File: src/rtl/rrdf_pkg.sv
// Package for the route request duplicate filter.
// Holds table sizing, record layout, mode codes and inter-module structs.
// No dependencies.
`timescale 1ns / 1ps

package rrdf_pkg;

    // Ring size and derived widths
    localparam int TABLE_DEPTH = 1024;
    localparam int ADDR_W      = (TABLE_DEPTH > 1) ? $clog2(TABLE_DEPTH) : 1;
    localparam int CNT_W       = $clog2(TABLE_DEPTH + 1);

    typedef logic [ADDR_W-1:0] t_addr;
    typedef logic [CNT_W-1:0]  t_cnt;

    // Request mode codes
    localparam logic MODE_CHECK  = 1'b0;
    localparam logic MODE_RECORD = 1'b1;

    // One stored record: source, destination, request id
    typedef struct packed {
        logic [31:0] src_addr;
        logic [31:0] dst_addr;
        logic [31:0] request_id;
    } t_record;

    localparam int RECORD_W = $bits(t_record);

    // Request handed to the sequencer, source already resolved
    typedef struct packed {
        logic    mode;
        t_record rec;
    } t_key;

    // Table RAM access from the sequencer
    typedef struct packed {
        logic    we;
        t_addr   waddr;
        t_record wdata;
        logic    re;
        t_addr   raddr;
    } t_ram_req;

    // Status back to the top level
    typedef struct packed {
        logic busy;
        logic done;
        logic is_duplicate;
    } t_status;

endpackage

File: src/rtl/rrdf_seq.sv
// Scan/insert sequencer with the shared record comparator.
// Depends on rrdf_pkg; drives the table RAM through a t_ram_req struct.
`timescale 1ns / 1ps

module rrdf_seq (
    input  logic              i_clk,
    input  logic              i_rst_n,
    input  logic              i_start,
    input  rrdf_pkg::t_key    i_key,
    input  rrdf_pkg::t_record i_rdata,
    output rrdf_pkg::t_ram_req o_ram,
    output rrdf_pkg::t_status o_status
);

    import rrdf_pkg::*;

    localparam logic [1:0] S_IDLE  = 2'd0;
    localparam logic [1:0] S_SCAN  = 2'd1;
    localparam logic [1:0] S_WRITE = 2'd2;

    logic [1:0] r_state, n_state;
    t_key       r_key,   n_key;
    t_addr      r_addr,  n_addr;    // next slot to read
    logic       r_issue, n_issue;   // reads still to issue
    logic       r_pend,  n_pend;    // read data arrives this cycle
    t_addr      r_wptr,  n_wptr;    // ring write pointer
    t_cnt       r_fill,  n_fill;    // slots below this are valid
    logic       r_done,  n_done;
    logic       r_dup,   n_dup;

    t_ram_req   ram;
    logic       hit;

    // Shared comparator on the registered read data
    assign hit = (i_rdata == r_key.rec);

    // Sequencer
    always_comb begin
        n_state = r_state;
        n_key   = r_key;
        n_addr  = r_addr;
        n_issue = r_issue;
        n_pend  = 1'b0;
        n_wptr  = r_wptr;
        n_fill  = r_fill;
        n_done  = 1'b0;
        n_dup   = r_dup;

        ram.we    = 1'b0;
        ram.waddr = r_wptr;
        ram.wdata = r_key.rec;
        ram.re    = 1'b0;
        ram.raddr = r_addr;

        case (r_state)
            S_IDLE: begin
                if (i_start) begin
                    n_key   = i_key;
                    n_addr  = '0;
                    n_issue = 1'b1;
                    if (i_key.mode == MODE_RECORD || r_fill == '0) begin
                        n_state = S_WRITE;
                    end else begin
                        n_state = S_SCAN;
                    end
                end
            end
            S_SCAN: begin
                // issue one read per cycle over the valid slots
                if (r_issue) begin
                    ram.re = 1'b1;
                    if (t_cnt'(r_addr) + t_cnt'(1) == r_fill) begin
                        n_issue = 1'b0;
                    end else begin
                        n_addr = r_addr + t_addr'(1);
                    end
                end
                n_pend = r_issue;
                // compare the slot read last cycle
                if (r_pend && hit) begin
                    n_done  = 1'b1;
                    n_dup   = 1'b1;
                    n_pend  = 1'b0;
                    n_state = S_IDLE;
                end else if (!r_issue && !r_pend) begin
                    n_state = S_WRITE;
                end
            end
            S_WRITE: begin
                ram.we = 1'b1;
                if (r_wptr == t_addr'(TABLE_DEPTH - 1)) begin
                    n_wptr = '0;
                end else begin
                    n_wptr = r_wptr + t_addr'(1);
                end
                if (r_fill != t_cnt'(TABLE_DEPTH)) begin
                    n_fill = r_fill + t_cnt'(1);
                end
                n_done  = 1'b1;
                n_dup   = 1'b0;
                n_state = S_IDLE;
            end
            default: begin
                n_state = S_IDLE;
            end
        endcase
    end

    // Control registers
    always_ff @(posedge i_clk) begin
        if (!i_rst_n) begin
            r_state <= S_IDLE;
            r_issue <= 1'b0;
            r_pend  <= 1'b0;
            r_wptr  <= '0;
            r_fill  <= '0;
            r_done  <= 1'b0;
        end else begin
            r_state <= n_state;
            r_issue <= n_issue;
            r_pend  <= n_pend;
            r_wptr  <= n_wptr;
            r_fill  <= n_fill;
            r_done  <= n_done;
        end
    end

    // Payload registers
    always_ff @(posedge i_clk) begin
        r_key  <= n_key;
        r_addr <= n_addr;
        r_dup  <= n_dup;
    end

    assign o_ram                 = ram;
    assign o_status.busy         = (r_state != S_IDLE);
    assign o_status.done         = r_done;
    assign o_status.is_duplicate = r_dup;

    // Checks
    a_done_single: assert property (@(posedge i_clk) disable iff (!i_rst_n)
        r_done |=> !r_done)
        else $error("result strobe held for two cycles");

    a_fill_bound: assert property (@(posedge i_clk) disable iff (!i_rst_n)
        r_fill <= t_cnt'(TABLE_DEPTH))
        else $error("fill count beyond table depth");

    a_write_new: assert property (@(posedge i_clk) disable iff (!i_rst_n)
        ram.we |=> (r_done && !r_dup))
        else $error("insert not reported as new");

    a_dup_check_only: assert property (@(posedge i_clk) disable iff (!i_rst_n)
        (r_done && r_dup) |-> (r_key.mode == MODE_CHECK))
        else $error("duplicate reported for own request");

    a_read_valid: assert property (@(posedge i_clk) disable iff (!i_rst_n)
        ram.re |-> (t_cnt'(ram.raddr) < r_fill))
        else $error("read of a slot never written");

endmodule

File: config.mk
export PLATFORM = sky130hd
export DESIGN_NAME = rrdf_seq
export DESIGN_NICKNAME = d
export VERILOG_FILES = /design/src/rtl/rrdf_pkg.sv /design/src/rtl/rrdf_seq.sv
export SDC_FILE = /design/constraint.sdc
export NUM_CORES = 1
export LEC_CHECK = 0
export BUFFER_PORTS_ARGS = -buffer_cell sky130_fd_sc_hd__buf_2
export CAP_MARGIN = 10
export CORE_MARGIN = 5
export CORE_UTILIZATION = 46
export CTS_CLUSTER_SIZE = 28
export DETAILED_ROUTE_END_ITERATION = 10
export PLACE_DENSITY = 0.77
export SETUP_SLACK_MARGIN = 0.5
export SLEW_MARGIN = 20
export SYNTH_ARGS = -nofsm -noshare
export SYNTH_HDL_FRONTEND = slang
export SYNTH_SLANG_ARGS = --single-unit
File: constraint.sdc
create_clock -name i_clk -period 6.8 [get_ports i_clk]
set_input_delay 0.68 -clock i_clk [delete_from_list [all_inputs] [get_ports i_clk]]
set_output_delay 0.68 -clock i_clk [all_outputs]
set_load 0.02 [all_outputs]
Word level (Yosys, flattened, before mapping)
Cells that the tools add are included.
{ "classes": {"mux": 21, "n_reduce_logical": 17, "bitwise": 2, "addsub": 4, "n_eq_ne": 11} }
{ "op_table": {"columns": ["op", "count"], "rows": [
  ["96-bit equality test", 1],
  ["10-bit 2-to-1 mux", 4],
  ["10-bit by 1-bit adder with 10-bit output (second input constant)", 2],
  ["10-bit case mux with 2 select lines", 1],
  ["10-bit by 1-bit adder with 11-bit output (second input constant)", 1],
  ["11-bit by 1-bit adder with 11-bit output (second input constant)", 1],
  ["11-bit equality test", 1],
  ["11-bit logical NOT", 1],
  ["11-bit inequality test (second input constant)", 1],
  ["10-bit equality test (second input constant)", 1],
  ["2-bit AND reduction", 5],
  ["1-bit 2-to-1 mux", 8],
  ["2-bit 2-to-1 mux", 4],
  ["2-bit inequality test (second input constant)", 4],
  ["1-bit case mux with 2 select lines", 3],
  ["2-bit nonzero test", 3],
  ["2-bit case mux with 2 select lines", 1],
  ["4-bit AND reduction", 1],
  ["3-bit inequality test (second input constant)", 1],
  ["3-bit OR reduction", 1],
  ["2-bit by 1-bit equality test with 1-bit output (second input constant)", 1],
  ["2-bit equality test (second input constant)", 1],
  ["1-bit logical AND", 2],
  ["1-bit logical NOT", 2],
  ["other kinds (3)", 4]
]} }
{ "totals": {"ff_bits": 133} }

Logic depth before layout (Yosys ltp)
{ "logic_depth": {"ltp_word": 5, "ltp_mapped": 8} }

Worst setup path after synthesis
OpenSTA, ideal clock, no wires.
{ "synth_path": {"kind": "register to register", "start": "register r_state[0]", "end": "register r_state[0]", "arrival_ps": 5854, "synth_period_minus_slack_ps": 5920, "setup_time_ps": 66, "path_buffers": 0, "t_required_ps": 6734, "path_stages_with_launch": 9, "setup_slack_ps": 880, "cell_sequence": "dfxtp_1 > inv_1 > ha_1 > inv_1 > nor2_1 > nand2_1 > or4_1 > o31a_1 > a21boi_2"} }
{ "synth_between": {"elab_chain_len": 3, "word_cells_on_any_way": 6} }
{ "synth_rtl": {"columns": ["item", "line_no", "source"], "rows": [
  ["start: declaration", "rrdf_seq.sv:21", "logic [1:0] r_state, n_state;"],
  ["start signal: assignment", "rrdf_seq.sv:119", "r_state <= n_state;"],
  ["2-bit by 1-bit equality test with 1-bit output or 2-bit logical NOT (tied branches)", "rrdf_seq.sv:55", "case (r_state)"],
  ["3-bit inequality test (no source line) or 2-bit inequality test (tied branches)", null, null],
  ["2-bit AND reduction (no source line)", null, null]
]} }
Parallel ways exist; a longest one is shown, timed or not.
A chain may end at the register's enable or synchronous reset.

Worst setup path in the final report
{ "layout_path": {"start": "register r_state[0]", "end": "register r_key (netlist bit o_ram[59]) (enable)"} }
{ "layout_between": {"elab_chain_len": 2} }
{ "layout_rtl": {"columns": ["item", "line_no", "source"], "rows": [
  ["2-bit logical NOT", "rrdf_seq.sv:55", null],
  ["2-bit AND reduction (no source line)", null, null],
  ["end signal: assignment", "rrdf_seq.sv:130", "r_key <= n_key;"],
  ["end: declaration", "rrdf_seq.sv:22", "t_key r_key, n_key;"]
]} }
Every way passes these cells.

==> impl_results.md <==
* Slew headroom at between 30% and 40%
* Synth Area in XOR/XNOR at 14.9%
* Full die area at 15800 um2
* Req. time, crit path at 6840 ps
* Initial core utilization at between 40% and 50%
* Synth cell types at 50
* Finished Cell Area at 8570 um2
* Fin crit share at between 30% and 40%
* Routed wire length at 20100 um
* Area Overhead vs Synth at 39.1%
* Syn Nets at 688
* Slowest cell on crit path: buf_4
* Area of the core at 13200 um2
* R2R setup slack at 4180 ps
* Clock sinks at 133
* CTS Buffer Depth at 2
* Reg2reg end: o_ram[59]
* Post-CTS Setup Bufs at 0
* DP HPWL at 16400 um
* Fin Clk Skew at 10.0 ps
* Post-synthesis adder-cell area fraction at under 10%
* Final Hold Viols at 0
* Simple-Gate Fraction of Synth Area at around 15%
* Most used cell, CP: inv_1
* Synth Register Bits at ~130
* HP Class: primary input to flop
* Crit path time final at 2620 ps
* CP max stage delay at about 850 ps
* Hold_ws at 431 ps
* Initial DRC count at 293
* Min-delay src: i_key[85]
* Crit path cell chain: inv_1 -> ha_1 -> inv_1 -> nor2_4 -> buf_4
* Worst-Margin Slew at between 1000 and 1500 ps
* Htree depth at 4
* RSZ-0062 raised after global routing: no
* Placed cell area at 7940 um2
* Root Buffer: clkbuf_16
* Ports at 317
* Reg2Reg Depth at 5
* PortBufs at 316
* Pwr dens at 284 nW/um2
* Layout cells sized above 1 at 42.7%
* Commonest cells after routing, fill and taps aside: buf_2, edfxtp_1, xnor2_1
* Num CTS Buffers at 17
* Peak supply drop at about 0.00022 V
* Largest family of logic cells by synthesized area: simple AND/OR/NAND/NOR gates
* Family with the most delay on the worst path: buffers and inverters
* Outcome: complete, no violations
* Setup CP Type: flop to flop
* Final Setup Violations at 0
* Async set-reset flop share out of synthesis at 0%
* Syn avg cell area at 12.7 um2
* GR Util All Layers at 25.2%
* CP Launch Type: flop
* Die height at 126 um
* CP arrival at 2660 ps
* Num rows at 42
* Total number of vias at 5153
* Worst R2R Start: r_state[0]
* Most common flop cell mapped by yosys: edfxtp_1
* Global-route wire length before repair at 30300 um
* Yosys Warn Count at 0
* Netlist Area Pre-Place at ~6200 um2
* Final max-slew violation count at 0
* Commonest non-fill, non-tap cell in the layout: buf_2
* Compound-cell area share of the yosys netlist at 5.81%
* Vias per inst at 5.12
* CTS tree: done
* Number of global-route vias before repair at 5436
* DRT Pass-1 Iters at 5
* WL per Instance at 20.0 um
* Mux contribution to synthesized area at 0%
* Fill count at 1045
* Gp weighted congestion at 0.941
* Remaining antenna violation count at 0
* Fmax at 382 MHz
* Fin nets at between 1000 and 1500
* Initial antenna violation count at 10
* GRT overflow at 0
* Post-CTS sizing at 0
* Max Cap Viol at 0
* CP Capture Type: flop
* Worst Hold Depth at 1
* Pin count of the biggest net entering global routing at 80
* Die X at 126 um
* Hold_buf cts at 0
* Synth Instances at 485
* Setup TNS at 0 ps
* Seq/Total Area, Yosys at 60.6%
* Clock Latency Late Sink at between 400 and 500 ps
* Clk slew on worst S/H paths at 60 ps
* Drt drc at 0
* EDFF count, synth at 107
* CP Buf/Inv Count at 3
* Hold EP: o_ram[96]
* Pleak at roughly 3.6 nW
* CP max FO at 79
## routing by layer
layer  vias to the layer above  track usage (%)  share of wire [%]
met5                         -                0               0.35
met4                        10             13.7                4.6
met3                        67             8.81                7.9
met2                       245             44.5                 53
met1                      2411             26.2                 34
li1                       2420                -                  -
## stage by stage
stage               cells  utilization, %  setup WS, ps  total power (W)
finish               1007            65.0          4180          0.00243
global route         1007            65.0          3990          0.00253
detailed placement    970            60.2          3930          0.00149
floorplan             485               -           880          0.00131
CTS                  1002            64.9          4160          0.00245
global placement      970            60.2          3940          0.00148
## logic make-up after synthesis
family | after synthesis
xor+xnor | 100
compound gates | 45
simple gates | 166
flops | 133
buf+inv | 34
fa+ha+maj | 7
## sequential cells by signal (all words and copies together) (netlist names)
register	count
o_ram	96
r_fill	11
r_addr	10
r_wptr	10
r_state	2
r_done	1
r_dup	1
r_issue	1
r_pend	1
## synth_stat cells (5+ instances only)
cell,count,area [um2]
nor2_1,26,97.6
nand2b_1,25,156
inv_1,25,93.8
a21oi_1,6,30.0
edfxtp_1,107,3210
xnor2_1,78,683
and2_1,19,119
clkbuf_1,6,22.5
ha_1,7,87.6
o2111ai_1,8,70.1
dfxtp_1,26,521
nand3_1,19,95.1
xor2_1,19,166
nor2b_1,13,81.3
nor4_1,7,43.8
nand4_1,20,125
nor3_1,5,25.0
nand2_1,19,71.3
## report_power, final
group / internal (W) / switching [W] / total [W]
Sequential: 0.000980 / 0.0000644 / 0.00104
Combinational: 0.000170 / 0.000259 / 0.000430
Clock: 0.000612 / 0.000344 / 0.000956
Total: 0.00176 / 0.000668 / 0.00243
## how the worst max path moves through the flow
stage,startpoint,endpoint,slack (ps),cells after the start
after floorplan,r_state[0],r_state[0],880,8
after global placement,i_rdata[88],r_state[0],3940,8
after detailed placement,i_rdata[88],r_state[0],3930,8
after CTS,r_state[0],o_ram[21],4160,5
after global routing,r_state[0],o_ram[63],3990,5
final,r_state[0],o_ram[59],4180,5
## final cells by class
| type | count | area [um2] | area share (%) |
|---|---|---|---|
| sequential | 133 | 3730 | 43.6 |
| inverter | 26 | 97.6 | 1.14 |
| timing repair buffer | 317 | 1590 | 18.5 |
| antenna | 5 | 12.5 | 0.146 |
| clock inverter | 13 | 183 | 2.13 |
| tap | 176 | 220 | 2.57 |
| clock buffer | 19 | 433 | 5.05 |
| multi-input combinational | 318 | 2300 | 26.9 |
## worst reg2reg max path: stages, from the launching register on
cell     delay [ps]
dfxtp_1         330
inv_1           120
ha_1            240
inv_1           130
nor2_4          480
buf_4           850
Note: power is estimated with default switching activity, not from simulation.
