## config.mk

```make
export PLATFORM = sky130hd
export DESIGN_NAME = rrdf_ram
export DESIGN_NICKNAME = d
export VERILOG_FILES = /design/src/rtl/rrdf_ram.sv
export SDC_FILE = /design/constraint.sdc
export NUM_CORES = 1
export LEC_CHECK = 0
export BUFFER_PORTS_ARGS = -buffer_cell sky130_fd_sc_hd__buf_2
export CAP_MARGIN = 30
export CORE_ASPECT_RATIO = 1.75
export CORE_MARGIN = 2
export CORE_UTILIZATION = 35
export CTS_CLUSTER_DIAMETER = 80
export DETAILED_ROUTE_END_ITERATION = 12
export GPL_TIMING_DRIVEN = 1
export SLEW_MARGIN = 20
export SYNTH_ARGS = -nofsm -noshare
export SYNTH_HDL_FRONTEND = slang
export SYNTH_SLANG_ARGS = --single-unit
```

## constraint.sdc

```tcl
create_clock -name i_clk -period 2 [get_ports i_clk]
set_input_delay 0.4 -clock i_clk [delete_from_list [all_inputs] [get_ports i_clk]]
set_output_delay 0.4 -clock i_clk [all_outputs]
set_load 0.01 [all_outputs]
```

## src/rtl/rrdf_ram.sv

```systemverilog
// Generic single-write, single-read RAM with registered read data.
// No dependencies.
`timescale 1ns / 1ps

module rrdf_ram #(
    parameter int WIDTH = 8,
    parameter int DEPTH = 16
) (
    input  logic                                        i_clk,
    input  logic                                        i_we,
    input  logic [((DEPTH > 1) ? $clog2(DEPTH) : 1)-1:0] i_waddr,
    input  logic [WIDTH-1:0]                            i_wdata,
    input  logic                                        i_re,
    input  logic [((DEPTH > 1) ? $clog2(DEPTH) : 1)-1:0] i_raddr,
    output logic [WIDTH-1:0]                            o_rdata
);

    logic [WIDTH-1:0] r_mem [DEPTH];
    logic [WIDTH-1:0] r_rdata;

    // Write port
    always_ff @(posedge i_clk) begin
        if (i_we) begin
            r_mem[i_waddr] <= i_wdata;
        end
    end

    // Registered read port
    always_ff @(posedge i_clk) begin
        if (i_re) begin
            r_rdata <= r_mem[i_raddr];
        end
    end

    assign o_rdata = r_rdata;

endmodule

```

==> Word level (Yosys, flattened, before mapping) <==
Memory sizes are Yosys's and may differ from the RTL's. A register that Yosys moved wholly into a read port is not among the register bits.
Cells that the tools add are included.
{ "word_totals": {"elab_cells": 3, "mem_bits_rw": 128, "in_bits": 19, "reg_bits": 0, "out_inout_bits": 8, "memories": 1} }
{ "memory_table": {"columns": ["memory", "depth", "width", "rd", "rd_ports_with_merged_regs", "write_ports", "line_no", "text"], "rows": [
  ["r_mem", 16, 8, 1, 1, 1, "18", "logic [WIDTH-1:0] r_mem [DEPTH];"]
]} }
{ "classes": {"n_mux": 2} }
{ "op_table": {"columns": ["cell", "n"], "rows": [
  ["$mux 1", 2]
]} }

==> Longest topological paths before layout <==
Gate-level depths: netlist (run 1).
{ "logic_depth": {"word_depth": 2, "mapped_depth": 5, "mapped_depth_nobuf": 3} }

==> Worst setup path before layout (run 1) <==
No wires, ideal clock.
{ "synth_path": {"path_type": "input to register", "start": "input i_waddr[2] in the netlist's numbering", "end": "memory r_mem[0][0], enable pin", "path_buffers": 0, "arrival_ps": 1510, "stages": 2, "required_ps": 1617, "path_slack_ps": 107, "setup_ps": 383, "path_cell_list": "or3b_2 > nor3_1"} }
{ "synth_lines": {"columns": ["item", "line_no", "text"], "rows": [
  ["start, declared", "11", "input logic [((DEPTH > 1) ? $clog2(DEPTH) : 1)-1:0] i_waddr,"],
  ["end, declared", "18", null]
]} }
No word-level cell before the write port.

==> results of run 1 <==
==> final timing paths <==
check	slack (ps)	to	start	cells after the start
worst max-delay path	520	o_rdata[5]	i_raddr[0]	5
worst min-delay path	350	o_rdata[2]	i_re	1
worst max register to register	560	o_rdata[1]	r_mem[2][1]	3
worst min register to register	740	o_rdata[1]	r_mem[14][1]	3
==> per-layer routing <==
layer,GRT usage,wire length [um],share of wire,vias up
li1,-,-,-,1104
met1,0.153,3740,0.36,1300
met2,0.253,6090,0.59,54
met3,0.0346,287,0.028,12
met4,0.0606,163,0.016,0
met5,0,0,0,-
==> Yosys cell counts (all sizes together) <==
library cell   number
edfxtp            136
mux4               32
a22oi              16
nor2               13
nand2               9
buf                 7
nor3                4
clkdlybuf4s25       3
nand2b              2
nand3b              2
and2                1
and2b               1
nand3               1
nor2b               1
or3b                1
==> flip-flops by register name (all words and copies together), names as in the netlist <==
| signal | flops |
|---|---|
| o_rdata | 8 |
| r_mem | 128 |
==> through the flow <==
step | total power, mW | hold slack, ps | setup slack, ps | cells
after global routing | 6.80 | 336 | 476 | 483
after detailed placement | 3.60 | 733 | 68.1 | 453
final | 6.59 | 349 | 523 | 483
after floorplan | 3.45 | 499 | 107 | 229
after global placement | 3.59 | 735 | 45.8 | 453
after CTS | 6.66 | 340 | 509 | 483
==> cell usage in the layout, fill, tap and decap left out <==
master	Yosys	layout
edfxtp_1	136	136
buf_2	3	26
buf_4	1	22
mux4_2	18	18
clkbuf_16	0	17
a22oi_1	16	16
mux4_1	14	14
nor2_1	13	13
nand2_1	9	9
clkinv_2	0	5
nor3_1	4	4
clkinv_4	0	4
bufinv_16	0	3
buf_12	0	3
nand3b_1	2	2
nand2b_1	2	2
nor2b_1	1	1
and2_1	1	1
and2b_1	1	1
nand3_1	1	1
or3b_2	1	1
clkinvlp_4	0	1
==> power groups by stage <==
stage                     combinational (mW)  clock (mW)  sequential [mW]
final                                  0.304        3.06             3.23
after global routing                   0.331        3.24             3.23
after CTS                              0.312        3.12             3.23
after detailed placement               0.311           0             3.29
after global placement                 0.303           0             3.28
after floorplan                        0.162           0             3.29
==> logic make-up after synthesis <==
family / share of synthesized area
mux: 0.148
buf+inv: 0.0165
flops: 0.781
simple gates: 0.0314
compound gates: 0.0230
==> worst max-delay path, stage by stage <==
cell and delay, ps:
buf_2 140, buf_12 190, mux4_1 590, a22oi_1 220
nand2_1 80
==> cell type report <==
class                      instances  area [um2]  share of cell area
clock buffer                      17         425              0.0674
clock inverter                    13         158              0.0250
multi-input combinational         83        1060               0.168
sequential                       136        4080               0.647
tap                              183         229              0.0363
timing repair buffer              51         355              0.0563
==> results.py, run 1 <==
metrics = {
    "clocking": {
        "numCtsBuffers": 17,
        "cts_buffer_depth": 2,
        "cts-root-buf": "clkbuf_16",
        "cts_resized": 0,
        "cts.sinks": 136,
        "clkSlewWorstSetupHoldPaths_ps": 60,
        "clk_latency_ps": 410,
        "post-cts-setup-buffers": 0,
        "htreeDepth": 4,
        "cts_hold_buf": 0,
        "tritoncts": "yes",
    },
    "flow_run": {
        "cap_violations": 0,
    },
    "worst_setup_path": {
        "critPathMaxFanout": 18,
        "endpoint_kind": "flop",
        "timing.critical_path.arrival_ps": 1640,
        "cp-start-kind": "input port",
        "crit_type": "in -> reg",
        "crit_required_ps": 2160,
    },
    "timing": {
        "relSlewSlack": 0.731,
        "setup_tns_ps": 0,
        "rsz0062_at_grt": "no",
        "slew_violations": 0,
        "hold_violations": 0,
        "finalCritPeriodShare": 0.738,
        "fin_crit_ps": 1480,
        "skew_ps": 4.46,
        "setup_viol": 0,
        "worst_slew_pin_slew_ps": 404,
        "fmax_ghz": 0.677,
    },
    "logic_synthesis": {
        "synth_seq_cells": 136,
        "syn_area_mm2": 0.00523,
        "yosysWarnings": 0,
        "synth_area_leaders": "edfxtp_1 78%, mux4_2 7.8%, mux4_1 7.0%",
        "synth_cell_types": 18,
        "synth_top_area_cell": "edfxtp_1",
        "synth_top_cell_area_share": 0.781,
        "syn_inst": 229,
        "syn_area_per_cell_um2": 22.8,
        "seq_area_frac_synth": 0.781,
        "synth_nets": 248,
    },
    "floorplan": {
        "dieArea_mm2": 0.0160,
        "initial_core_util": 0.354,
        "ioPinCount": 27,
        "die_y_um": 166,
        "row_count": 59,
        "core_area_mm2": 0.0148,
        "die_w_um": 96.4,
    },
    "route": {
        "drt-vias-per-instance": 5.11,
        "post-route-drc-count": 0,
        "wl_per_cell_um": 21.3,
        "wl_um": 10300,
        "dr_total_vias": 2470,
        "drt_iter0_drc": 165,
        "ant_nets": 0,
        "dr.pass1.iters": 5,
    },
    "power": {
        "switching_power_mw": 1.31,
        "ir_drop_mv": 0.448,
        "power_density_mw_per_mm2": 1040,
        "power_frac_seq": 0.490,
        "combPwrFrac": 0.046,
        "clockPowerShare": 0.464,
        "switching_share": 0.198,
        "p_int_mw": 5.28,
        "p_leak_nw": 2.14,
    },
    "placed_design": {
        "dpl-instance-area_mm2": 0.00573,
        "dp_hpwl_um": 7190,
        "io_buffer_count": 26,
        "gp_congestion": 0.722,
    },
    "final_layout": {
        "final_util": 0.427,
        "drive_gt1_frac": 0.333,
        "layout.nets": 308,
        "final_area_mm2": 0.00631,
        "area_growth_pct": 20.7,
        "final.fill_count": 1287,
        "num_antenna_cells": 0,
    },
    "global_route": {
        "track_usage": 0.141,
        "antenna_found_initial": 0,
        "grt_pass1_wl_um": 15700,
        "globalRouteOverflowTotal": 0,
        "grt_pass1_vias": 2642,
        "grt_max_degree": 19,
    },
    "worst_hold_path": {
        "min_path_type": "in -> reg",
    },
    "outcome": {
        "outcome": "finished clean",
    },
}
Power figures use the tool's default switching activity.
==> run 2: changes to the inputs <==
- clock period: 2 -> 1.3 ns (I/O delays scaled with it)
==> run 2 against run 1 <==
Compared with the run above: the run now ends with negative setup slack left; sequential power up 54%; sequential share of layout area is 2.2 points lower; die area stayed put; non-clock buffer count up 16; critical path depth down 2; clock skew grew 4.1 ps; clock power is 54% higher; via count rose by 0.93%; global-route usage is 0.098 points higher; cell count increased by 3.7%; total power is 55% higher; first-iteration DRC count rose by 32%; critical path type is now reg -> reg; critical endpoint is now o_rdata[6]; largest power group unchanged.
==> results.py, run 2 (same netlist as run 1, synthesis figures left out) <==
metrics = {
    "outcome": {
        "outcome": "complete, but fails checks",
        "violations": "negative setup slack",
    },
    "final_layout": {
        "final.fill_count": 1261,
        "fin_cells": 501,
        "layout_common_cells": "136 x edfxtp_1, 32 x mux4_2, 31 x buf_4",
        "mostFrequentLayoutCell": "edfxtp_1",
        "num_antenna_cells": 0,
        "largest-register": "r_mem",
        "final_util": 0.442,
        "layout.nets": 324,
        "largest_reg_flops": 128,
        "final_area_mm2": 0.00653,
        "area_growth_pct": 24.9,
        "drive_gt1_frac": 0.447,
    },
    "clocking": {
        "cts-root-buf": "clkbuf_16",
        "tritoncts": "yes",
        "htreeDepth": 4,
        "cts_buffer_depth": 2,
        "numCtsBuffers": 17,
        "cts.sinks": 136,
        "clkSlewWorstSetupHoldPaths_ps": 60,
        "post-cts-setup-buffers": 0,
        "cts_hold_buf": 0,
        "clk_latency_ps": 410,
    },
    "route": {
        "drt_iter0_drc": 217,
        "post-route-drc-count": 0,
        "ant_nets": 0,
        "drt-vias-per-instance": 4.98,
        "wl_um": 10400,
        "dr.pass1.iters": 5,
        "dr_total_vias": 2493,
        "wl_per_cell_um": 20.7,
    },
    "flow_run": {
        "cap_violations": 0,
    },
    "timing": {
        "fin_crit_ps": 1440,
        "skew_ps": 8.54,
        "relSlewSlack": 0.414,
        "fmax_ghz": 0.697,
        "worst_slew_pin_slew_ps": 875,
        "final.setup.worst_slack_ps": -136,
        "setup_viol": 8,
        "setup_tns_ps": -610,
        "finalCritPeriodShare": 1.10,
        "slew_violations": 0,
        "fin_hold_ws_ps": 221,
        "hold_violations": 0,
        "rsz0062_at_grt": "yes",
    },
    "power": {
        "p_int_mw": 8.07,
        "p_leak_nw": 2.21,
        "power_density_mw_per_mm2": 1570,
        "power_frac_seq": 0.485,
        "switching_power_mw": 2.16,
        "clockPowerShare": 0.460,
        "power.total_mw": 10.2,
        "combPwrFrac": 0.054,
        "switching_share": 0.211,
        "ir_drop_mv": 0.751,
    },
    "floorplan": {
        "row_count": 59,
        "die_y_um": 166,
        "initial_core_util": 0.354,
        "dieArea_mm2": 0.0160,
        "ioPinCount": 27,
        "die_w_um": 96.4,
        "core_area_mm2": 0.0148,
    },
    "placed_design": {
        "dp_cells": 469,
        "dpl-instance-area_mm2": 0.00592,
        "io_buffer_count": 26,
        "preCtsSetupSlack_ps": -572,
        "gp_congestion": 0.745,
        "dp_hpwl_um": 7180,
    },
    "global_route": {
        "antenna_found_initial": 0,
        "globalRouteOverflowTotal": 0,
        "grt_pass1_vias": 2684,
        "grt_pass1_wl_um": 15800,
        "grt_max_degree": 20,
        "track_usage": 0.142,
    },
    "worst_setup_path": {
        "crit-reg2reg-launch": "r_mem[7][6]",
        "cp-start-kind": "flop",
        "crit_required_ps": 1450,
        "critPathMaxFanout": 1,
        "cp-startpoint": "r_mem[7][6]",
        "timing.critical_path.arrival_ps": 1580,
        "endpoint_kind": "flop",
        "crit_type": "reg -> reg",
    },
    "worst_hold_path": {
        "min_from": "i_re",
        "min_path_type": "in -> reg",
    },
}
[run 2: cell types whose count changed in the layout (fill, tap and decap cells not counted), moves of 4 or more]
cell / before / now
mux4_1: 14 / 0
mux4_2: 18 / 32
buf_4: 22 / 31
buf_12: 3 / 10
inv_6: 0 / 5
a22oi_1: 16 / 12
a22oi_2: 0 / 4
clkinv_2: 5 / 1
nor3_1: 4 / 0
[run 2: routing by layer]
metal	GRT usage	vias up	part of all wire
met1	0.151	1283	0.36
met2	0.257	76	0.58
met3	0.0405	17	0.041
li1	-	1117	-
met5	0	-	0
met4	0.0551	0	0.019
[run 2: area by class of cell]
type | instances | area, um2 | area share
Clock buffer | 17 | 425 | 0.0651
Clock inverter | 15 | 168 | 0.0257
Multi-Input combinational cell | 83 | 1060 | 0.162
Sequential cell | 136 | 4080 | 0.625
Tap cell | 183 | 229 | 0.0351
Timing Repair Buffer | 67 | 563 | 0.0862
[run 2: power by group through the flow]
stage	Sequential, mW	Clock, mW	Combinational (mW)
2_1_floorplan	5.06	0	0.276
3_3_place_gp	5.05	0	0.545
3_5_place_dp	5.06	0	0.556
4_1_cts	4.97	4.79	0.563
5_1_grt	4.97	4.97	0.603
6_report	4.97	4.71	0.555
[run 2: worst max-delay path, cell delays in order (launching register included)]
cell      delay (ps)
edfxtp_1         410
mux4_2           530
a22oi_2          140
nand2_1           90
[run 2: final timing paths]
kind                endpoint  slack (ps)  depth (start not counted)
setup / recovery  o_rdata[6]        -140                          3
hold reg to reg   o_rdata[2]         750                          3
hold / removal    o_rdata[5]         220                          1
setup reg to reg  o_rdata[6]        -140                          3
[run 2: what timing repair did]
| item | 4_1_cts | 5_1_grt |
|---|---|---|
| endpoints found under the hold margin | 0 | 0 |
| pin swaps | 0 | 3 |
| resized for setup | 3 | 2 |
| setup endpoints to repair | 8 | 8 |
==> run 3: changes to the inputs <==
- CORE_UTILIZATION: 35 -> 54
- PLACE_DENSITY: not set -> 0.74
==> run 3 against run 2 <==
Compared with the run above: the flow still finishes with violations (negative setup slack); largest cell class unchanged; via count up 0.64%; sequential share of layout area up 1.5 points; setup slack worse by 25 ps.
==> results.py, run 3 (same netlist as run 1, synthesis figures left out) <==
metrics = {
    "timing": {
        "hold_violations": 0,
        "fin_crit_ps": 1460,
        "finalCritPeriodShare": 1.12,
        "skew_ps": 8.11,
        "worst_slew_pin_slew_ps": 874,
        "fmax_ghz": 0.684,
        "relSlewSlack": 0.415,
        "setup_viol": 8,
        "fin_hold_ws_ps": 192,
        "final.setup.worst_slack_ps": -161,
        "slew_violations": 0,
        "rsz0062_at_grt": "yes",
    },
    "clocking": {
        "clkSlewWorstSetupHoldPaths_ps": 60,
        "cts_buffer_depth": 2,
        "tritoncts": "yes",
        "numCtsBuffers": 17,
        "clk_latency_ps": 420,
        "cts-root-buf": "clkbuf_16",
        "cts.sinks": 136,
        "post-cts-setup-buffers": 0,
        "htreeDepth": 4,
    },
    "route": {
        "wl_um": 9900,
        "drt-vias-per-instance": 5.81,
        "dr.pass1.iters": 4,
        "wl_per_cell_um": 22.9,
        "ant_nets": 0,
        "dr_total_vias": 2509,
        "drt_iter0_drc": 232,
        "post-route-drc-count": 0,
    },
    "floorplan": {
        "ioPinCount": 27,
        "die_w_um": 78.4,
        "die_y_um": 134,
        "core_area_mm2": 0.00947,
        "dieArea_mm2": 0.0105,
        "initial_core_util": 0.552,
        "row_count": 47,
    },
    "final_layout": {
        "final_area_mm2": 0.00638,
        "num_antenna_cells": 0,
        "seq_area_mm2": 0.00408,
        "layout.nets": 316,
        "largest_reg_flops": 128,
        "area_growth_pct": 22.0,
        "drive_gt1_frac": 0.452,
        "fin_cells": 432,
        "layout_common_cells": "136 x edfxtp_1, 32 x mux4_2, 29 x buf_4",
        "multiInputGateArea_mm2": 0.00109,
        "final.fill_count": 610,
        "mostFrequentLayoutCell": "edfxtp_1",
        "largest-register": "r_mem",
    },
    "power": {
        "power_density_mw_per_mm2": 1650,
        "p_leak_nw": 2.16,
        "ir_drop_mv": 1.46,
        "power.total_mw": 10.5,
    },
    "global_route": {
        "antenna_found_initial": 0,
        "track_usage": 0.218,
        "globalRouteOverflowTotal": 0,
        "grt_max_degree": 19,
        "grt_pass1_wl_um": 15800,
        "grt_pass1_vias": 2778,
    },
    "placed_design": {
        "gp_congestion": 0.781,
        "preCtsSetupSlack_ps": -438,
        "io_buffer_count": 26,
        "dp_hpwl_um": 6370,
        "dp_cells": 400,
        "dpl-instance-area_mm2": 0.00571,
    },
    "flow_run": {
        "cap_violations": 0,
    },
    "worst_setup_path": {
        "timing.critical_path.arrival_ps": 1620,
        "reg2reg_to": "o_rdata[2]",
        "critPathMaxFanout": 1,
        "crit_type": "reg -> reg",
        "crit-reg2reg-launch": "r_mem[11][2]",
        "endpoint_kind": "flop",
        "crit_required_ps": 1460,
        "cp-start-kind": "flop",
        "ff2ff_path_depth": 3,
        "rrSetupSlack_ps": -160,
    },
    "worst_hold_path": {
        "min_from": "i_re",
        "min_path_type": "in -> reg",
        "hold_depth": 1,
        "worstHoldEndpoint": "o_rdata[7]",
    },
    "outcome": {
        "violations": "negative setup slack",
        "outcome": "complete, but fails checks",
    },
}
==> run 3: area by class of cell <==
cell class / instances / share of cell area
multi-input cells: 83 / 0.171
clock inverters: 15 / 0.0310
well taps: 122 / 0.0239
flip-flops and latches: 136 / 0.641
clock buffers: 17 / 0.0667
repair buffers: 59 / 0.0671
==> run 3: layer usage <==
| layer | GRT usage | wire length (um) |
|---|---|---|
| met1 | 0.247 | 3590 |
| met2 | 0.382 | 5680 |
| met3 | 0.0659 | 383 |
| met4 | 0.0887 | 249 |
| met5 | 0 | 0 |
==> run 3: worst max-delay path by stage <==
stage | from | endpoint | cells past startpoint
2_1_floorplan | i_raddr[0] | o_rdata[1] | 5
3_3_place_gp | i_raddr[0] | o_rdata[5] | 5
3_5_place_dp | i_raddr[0] | o_rdata[5] | 5
4_1_cts | r_mem[1][2] | o_rdata[2] | 3
5_1_grt | r_mem[8][2] | o_rdata[2] | 3
6_report | r_mem[11][2] | o_rdata[2] | 3
==> run 3: through the flow <==
step                      setup TNS, ps  utilization
after CTS                          -836        0.669
after global placement           -10350        0.603
final                              -757        0.673
after detailed placement         -13500        0.603
after floorplan                   -1780            -
after global routing              -1070        0.673
==> run 3: worst max-delay path: stages (launching register included) <==
cell and delay (ps):
edfxtp_1 370, mux4_2 470, a22oi_1 250, nand2_2 110
==> run 3: repair_timing <==
action | in CTS | in global routing
cloned | 0 | 0
gates resized for setup | 3 | 8
setup endpoints to repair | 8 | 8
endpoints found under the hold margin | 0 | 0
hold buffers | 0 | 0
pin swaps | 3 | 8
==> run 3: where the power goes <==
group          total, mW  internal, mW  switching [mW]
registers           4.97          4.94          0.0264
clock network       5.01          3.21            1.80
logic              0.517         0.234           0.283
